### config.mk
export PLATFORM = sky130hd
export DESIGN_NAME = pual_cell
export DESIGN_NICKNAME = d
export VERILOG_FILES = /design/src/positional_unique_array_list_defines.svh /design/src/pual_pkg.sv /design/src/pual_cell.sv
export SDC_FILE = /design/constraint.sdc
export NUM_CORES = 1
export LEC_CHECK = 0
export ABC_AREA = 1
export BUFFER_PORTS_ARGS = -buffer_cell sky130_fd_sc_hd__buf_4
export CORE_MARGIN = 2
export CORE_UTILIZATION = 37
export CTS_CLUSTER_SIZE = 12
export DETAILED_ROUTE_END_ITERATION = 8
export GPL_TIMING_DRIVEN = 0
export PLACE_DENSITY = 0.77
export SETUP_SLACK_MARGIN = 0.1
export SYNTH_ARGS = -nofsm -noshare
export SYNTH_HDL_FRONTEND = slang
export SYNTH_SLANG_ARGS = --single-unit
### constraint.sdc
create_clock -name clock -period 2.6 [get_ports clock]
set_clock_uncertainty 0.1 [all_clocks]
set_input_delay 0.26 -clock clock [delete_from_list [all_inputs] [get_ports clock]]
set_output_delay 0.26 -clock clock [all_outputs]
set_load 0.005 [all_outputs]
### src/positional_unique_array_list_defines.svh
// Assertion macros for the positional unique array list.
// Included by the top level, which checks its own logic; no other dependencies.
`ifndef POSITIONAL_UNIQUE_ARRAY_LIST_DEFINES_SVH
`define POSITIONAL_UNIQUE_ARRAY_LIST_DEFINES_SVH
`ifndef SYNTH
// Same-cycle implication, sampled on the rising clock edge, off during reset.
`define PUAL_ASSERT_IMPLY(lbl, ante, cons, msg) \
   lbl: assert property (@(posedge clock) disable iff (reset) (ante) |-> (cons)) \
      else $error(msg);
// Next-cycle implication, sampled on the rising clock edge, off during reset.
`define PUAL_ASSERT_NEXT(lbl, ante, cons, msg) \
   lbl: assert property (@(posedge clock) disable iff (reset) (ante) |=> (cons)) \
      else $error(msg);
`else
`define PUAL_ASSERT_IMPLY(lbl, ante, cons, msg)
`define PUAL_ASSERT_NEXT(lbl, ante, cons, msg)
`endif
`endif

### src/pual_pkg.sv
// Shared types, codes and elaboration helpers for the positional unique array list.
// Has no dependencies; every other RTL file refers to it by scoped names.
package pual_pkg;

   localparam int unsigned DEPTH_DEFAULT  = 64;
   localparam int unsigned CAP_RESET      = 64;
   localparam int unsigned POS_W          = 7;
   localparam int unsigned DATA_W         = 32;
   localparam int unsigned CAP_W          = 7;
   localparam int unsigned LEN_W          = 7;
   localparam int unsigned TREE_RADIX_LOG = 3;

   typedef enum logic [2:0] {
      ACT_INSERT = 3'd0,
      ACT_REMOVE = 3'd1,
      ACT_WRITE  = 3'd2,
      ACT_READ   = 3'd3,
      ACT_NEXT   = 3'd4,
      ACT_BACK   = 3'd5,
      ACT_CLEAR  = 3'd6
   } action_type;

   typedef enum logic [2:0] {
      STAT_OK     = 3'd0,
      STAT_FULL   = 3'd1,
      STAT_BADPOS = 3'd2,
      STAT_DUP    = 3'd3,
      STAT_EMPTY  = 3'd4
   } status_type;

   typedef enum logic [1:0] {
      CELL_HOLD   = 2'd0,
      CELL_INSERT = 2'd1,
      CELL_REMOVE = 2'd2,
      CELL_WRITE  = 2'd3
   } cell_op_type;

   typedef enum logic [2:0] {
      S_IDLE  = 3'd0,
      S_CHECK = 3'd1,
      S_EXEC  = 3'd2,
      S_READ  = 3'd3,
      S_DONE  = 3'd4
   } state_type;

   typedef struct packed {
      action_type         action;
      logic [POS_W-1:0]   position;
      logic signed [DATA_W-1:0] value;
   } req_type;

   typedef struct packed {
      status_type         status;
      logic signed [DATA_W-1:0] cursor_data;
      logic               cursor_data_valid;
      logic [LEN_W-1:0]   length;
      logic               is_full;
      logic               is_empty;
   } rsp_type;

   // Broadcast from the controller to every cell of the chain.
   typedef struct packed {
      cell_op_type        op;
      logic [POS_W-1:0]   position;
      logic [DATA_W-1:0]  value;
   } cell_ctrl_type;

   // Number of nodes on level l of a radix-8 reduction tree over n leaves.
   function automatic int unsigned level_size(int unsigned n, int unsigned l);
      return (n + (1 << (TREE_RADIX_LOG * l)) - 1) >> (TREE_RADIX_LOG * l);
   endfunction

   // Registered levels needed to bring n leaves down to one root.
   function automatic int unsigned tree_levels(int unsigned n);
      int unsigned l;
      l = 1;
      while (level_size(n, l) > 1) begin
         l++;
      end
      return l;
   endfunction

   // Start of level l in a flat array that holds levels 1 and up.
   function automatic int unsigned level_offset(int unsigned n, int unsigned l);
      int unsigned off;
      off = 0;
      for (int unsigned k = 1; k < l; k++) begin
         off += level_size(n, k);
      end
      return off;
   endfunction

endpackage

### src/pual_cell.sv
// One storage cell of the list chain: holds a single entry and trades it with its neighbors.
// Depends on pual_pkg for the control struct and op codes.
module pual_cell #(
   parameter int unsigned INDEX = 0,
   parameter int unsigned IDX_W = 6,
   parameter int unsigned CNT_W = 7,
   parameter int unsigned CW    = 7
) (
   input  logic                              clock,
   input  pual_pkg::cell_ctrl_type           ctrl,
   input  logic [CNT_W-1:0]                  count,
   input  logic [IDX_W-1:0]                  cursor_index,
   input  logic                              cursor_valid,
   input  logic [pual_pkg::DATA_W-1:0]       left_data,
   input  logic [pual_pkg::DATA_W-1:0]       right_data,
   output logic [pual_pkg::DATA_W-1:0]       data,
   output logic [pual_pkg::DATA_W:0]         contrib
);

   logic [pual_pkg::DATA_W-1:0] data_ff;
   logic [pual_pkg::DATA_W-1:0] data_in;
   logic [CW-1:0]               me;
   logic [CW-1:0]               pos;
   logic                        occupied;
   logic                        at_cursor;

   assign me        = CW'(INDEX);
   assign pos       = CW'(ctrl.position);
   assign occupied  = me < CW'(count);
   assign at_cursor = cursor_valid && (cursor_index == IDX_W'(INDEX)) && occupied;

   always_comb begin
      data_in = data_ff;
      case (ctrl.op)
         pual_pkg::CELL_INSERT: begin
            if (me > pos) begin
               data_in = left_data;
            end else if (me == pos) begin
               data_in = ctrl.value;
            end
         end
         pual_pkg::CELL_REMOVE: begin
            if (me >= pos) begin
               data_in = right_data;
            end
         end
         pual_pkg::CELL_WRITE: begin
            if (me == pos) begin
               data_in = ctrl.value;
            end
         end
         default: begin
         end
      endcase
   end

   always_ff @(posedge clock) begin
      data_ff <= data_in;
   end

   assign data = data_ff;
   // Top bit flags a stored copy of the broadcast value; the rest carries the
   // entry only when the cursor sits here, so an OR over all cells selects it.
   assign contrib = {occupied && (data_ff == ctrl.value),
                     at_cursor ? data_ff : {pual_pkg::DATA_W{1'b0}}};

endmodule

; ---- Word-level counts from Yosys, hierarchy flattened
; Cells that the tools add are included.
[totals]
regBits = 32
latchBits = 0
ramBits = 0
mem_bits_ro = 0
input_bits = 120
output_inout_bits = 65
n_memories = 0
[classes]
n_addsub = 0
n_mul = 0
n_div = 0
n_lt_le_gt_ge = 3
eq_ne = 5
shift = 0
muxes = 5
n_bitwise = 0
reduce_logical = 7
[ops]
columns = operator, count
row1 = 2-to-1 mux 32 bit, 4
row2 = one-hot mux 32 bit (3 select lines), 1
row3 = == test 32 bit, 1
row4 = "greater-or-equal comparator 1 x 7 -> 1 bit, first input constant", 1
row5 = "> comparator 1 x 7 -> 1 bit, first input constant", 1
row6 = logical NOT 7 bit, 1
row7 = "< comparator 1 x 7 -> 1 bit, first input constant", 1
row8 = logical NOT 6 bit, 1
row9 = "== test 2 bit, second input constant", 2
row10 = logical AND 1 bit, 3
row11 = nonzero test 3 bit, 1
row12 = "== test 2 x 1 -> 1 bit, second input constant", 1
row13 = "!= test 2 bit, second input constant", 1
row14 = AND reduction 2 bit, 1

; ---- Logic depth before layout (Yosys ltp)
[depth]
word_depth = 4
mapped_depth = 8

; ---- Worst setup path after synthesis
; Ideal clock, no wire load.
[synth_timing]
kind = input to register
from = input port ctrl[37] (netlist name)
to = register data_ff, in the netlist data[0] (enable)
setup_time_ps = 428
arrival_time_ps = 2344
required_ps = 2072
slack_ps = -272
stages = 6
path_cell_list = nor2_1 > nand2_1 > nor2_4 > inv_2 > clkbuf_8 > o21bai_1
[synth_between]
elab_chain_len = 3
[synth_lines]
columns = item, line
row1 = start: declaration, pual_cell.sv:10  ; input pual_pkg::cell_ctrl_type ctrl,
row2 = greater-or-equal comparator 1 x 7 -> 1 bit, pual_cell.sv:43  ; if (me >= pos) begin
row3 = != test 2 bit (no source line), --
row4 = AND reduction 2 bit (no source line), --
row5 = end signal: assignment, pual_cell.sv:58  ; data_ff <= data_in;
row6 = end: declaration, pual_cell.sv:20  ; logic [pual_pkg::DATA_W-1:0] data_ff;
; Every way passes these cells.
; A chain may end at the register's enable or synchronous reset.

; ---- Final worst setup path
[layout_timing]
from = register data_ff, in the netlist data[22]
to = output port contrib[32] (netlist name)
[layout_between]
elab_chain_len = 2
[layout_lines]
columns = item, line
row1 = == test 32 bit, pual_cell.sv:64  ; assign contrib = {occupied && (data_ff == ctrl.value),
row2 = logical AND 1 bit, pual_cell.sv:64
row3 = end: declaration, pual_cell.sv:17  ; output logic [pual_pkg::DATA_W:0] contrib
; Every way passes these cells.

==> qor.yml <==
synth:
  ys_ff_latch: 32
  yosysTopAreaCellShare_pct: 37.6
  synth.distinct_cells: 24
  avgSynthCellArea_sq_um: 6.73
  syn-num-nets: 500
  synth_warnings: 0
  synth_seq_area_share_pct: 37.6
  synthTopCellsByArea: "edfxtp_1 (38%), nand2_1 (15%), nor2_1 (11%)"
  synth_top_area_cell: "edfxtp_1"
  synth_cells: 380
  synth_area_sq_um: 2560
global_routing:
  grt_max_degree: 18
  grt.total_usage_pct: 23.0
  overflow: 0
  antenna_found_initial: 0
  grt_pass1_wl_mm: 13.5
  grt_pass1_vias: 2831
floorplan:
  die-area_sq_um: 7590
  start_util_pct: 37.9
  io_pins: 185
  core_area_sq_um: 6760
  rows: 30
  die_h_microns: 87.1
  die_w_microns: 87.1
timing:
  tns_ns: 0
  slew_violations: 0
  finalHoldViolations: 0
  relSlewSlack_pct: 56.5
  period_share_pct: 75.4
  rsz0062_at_grt: "no"
  setup_violations: 0
  clock.fmax_mhz: 510
  fin_crit_ns: 1.96
  worst_pin_slew_ns: 0.651
cells_and_area:
  seqCellArea_sq_um: 961
  multi_input_area_sq_um: 1280
  fillers: 663
  drive_above_1_share_pct: 34.4
  area_delta_synth_final_pct: 52.7
  nNetsFinal: 660
  largest_reg_flops: 32
  insertedDiodeCount: 0
  instances_no_fill: 618
route:
  routedWlPerCell_microns: 14.4
  drc: 0
  dr_total_vias: 2963
  finalWirelength_mm: 8.88
  antenna_left: 0
  viasPerCell: 4.79
  firstDrtPassIters: 4
  dr.first_iter.drc_count: 143
critical_path:
  critPathKind: "flop to primary output"
  cp.required_ns: 2.24
  cp_max_fo: 4
  crit_path_end_kind: "primary output"
  critPathLaunchType: "flop"
  worstPathArrival_ns: 1.60
place:
  gp_congestion: 0.810
  dpl.cell_count: 613
  dp_hpwl_mm: 6.87
  io_buffers: 152
clock_network:
  postCtsSetupRepairBufs: 0
  ctsResizeCount: 0
  cts_hold_buffers: 0
  cts-root-buf: "clkbuf_8"
  cts_buffers: 5
  clkTransAtPathRegs_ns: 0.07
  clockBufferDepth: 2
  cts_max_level: 2
  clk_latency_ns: 0.28
  cts_tree: "built"
  cts_sinks: 32
power:
  cellLeakagePower_nw: 2.06
  p_per_area_nw_per_um2: 363
  ir_drop_mv: 0.190
status:
  status: "complete, no violations"
min_path:
  hold_path_class: "input port to flop"
flow_run:
  cap_violations: 0
[per-layer routing]
| metal | wire length (microns) | track usage [%] |
|---|---|---|
| met1 | 3690 | 28.7 |
| met2 | 4460 | 41.2 |
| met3 | 685 | 4.93 |
| met4 | 44 | 4.20 |
| met5 | 0 | 0 |
[stage by stage]
step | setup WS, ns | instance area, sq um | hold WS [ns] | utilization [%] | total power, mW
after CTS | 0.610 | 3910 | 0.156 | 57.8 | 1.43
final | 0.640 | 3910 | 0.163 | 57.8 | 1.42
after detailed placement | 0.339 | 3840 | 0.446 | 56.8 | 1.07
after global routing | 0.499 | 3910 | 0.163 | 57.8 | 1.49
after floorplan | 0.411 | 2560 | 0.351 | - | 0.835
after global placement | -0.323 | 3800 | 0.438 | 56.3 | 1.05
[kinds of logic (layout without fill, tap and decap cells)]
kind of cell | Yosys count | in the layout | synth area share, %
buffers and inverters | 71 | 229 | 12.8
AO/OA/AOI/OAI | 65 | 65 | 12.8
flip-flops | 32 | 32 | 37.6
AND/OR/NAND/NOR | 200 | 200 | 32.7
XOR/XNOR | 12 | 12 | 4.11
[layout make-up]
type	count	share of cell area, %
multi-input combinational	277	32.8
timing repair buffer	153	29.9
sequential	32	24.6
inverter	56	5.38
buffer	15	2.98
tap	80	2.56
clock buffer	5	1.76
[cells in the mapped netlist]
cell type and n:
clkbuf_1 5, xor2_1 1, nor4_4 1, a21oi_1 6, xnor2_1 11, nand2_1 104, o21ai_0 31, nor2_2 10
inv_1 54, buf_6 5, nand3b_4 1, and2b_1 1, clkbuf_8 1, buf_4 3, o21ai_1 27, nor3b_1 1
inv_2 2, buf_2 1, edfxtp_1 32, nand3_1 3, nor3_1 1, o21bai_1 1, nor2_1 76, nor2_4 2
[where the power goes]
group | leakage (nW) | internal [mW] | switching (mW)
Combinational | 1.70 | 0.211 | 0.181
Sequential | 0.317 | 0.624 | 0.0429
Clock | 0.0359 | 0.173 | 0.187
[critical path, cell delays in order, from the launching register on]
cell,delay [ns]
edfxtp_1,0.43
nand2_1,0.10
nand2_1,0.08
nor2_1,0.12
nand2_1,0.06
nor2_1,0.20
nand3_1,0.12
nor2_1,0.09
buf_4,0.12
[layout by cell type (no fill, tap or decap)]
master | synthesis | final
o21bai_4 | 0 | 1
nand3_1 | 3 | 3
o21ai_1 | 27 | 27
xnor2_1 | 11 | 11
and2b_1 | 1 | 1
nor3b_1 | 1 | 1
buf_16 | 0 | 1
xor2_1 | 1 | 1
clkbuf_8 | 1 | 6
a21oi_1 | 6 | 6
nor2_2 | 10 | 10
o21ai_0 | 31 | 31
inv_1 | 54 | 54
nor2_1 | 76 | 76
nor4_4 | 1 | 1
buf_6 | 5 | 5
buf_2 | 1 | 1
inv_2 | 2 | 2
edfxtp_1 | 32 | 32
buf_4 | 3 | 155
nor2_4 | 2 | 2
nand3b_4 | 1 | 1
clkbuf_1 | 5 | 5
nand2_1 | 104 | 104
nor3_1 | 1 | 1
[final timing paths]
| kind | startpoint | to | slack [ns] | depth (start not counted) |
|---|---|---|---|---|
| max | data[22]$_DFFE_PP_ | contrib[32] | 0.64 | 8 |
| min reg2reg | data[13]$_DFFE_PP_ | data[13]$_DFFE_PP_ | 0.60 | 2 |
| max reg2reg | data[24]$_DFFE_PP_ | data[24]$_DFFE_PP_ | 1.51 | 2 |
| min | right_data[26] | data[26]$_DFFE_PP_ | 0.16 | 3 |
(Power assumes the default switching activity.)
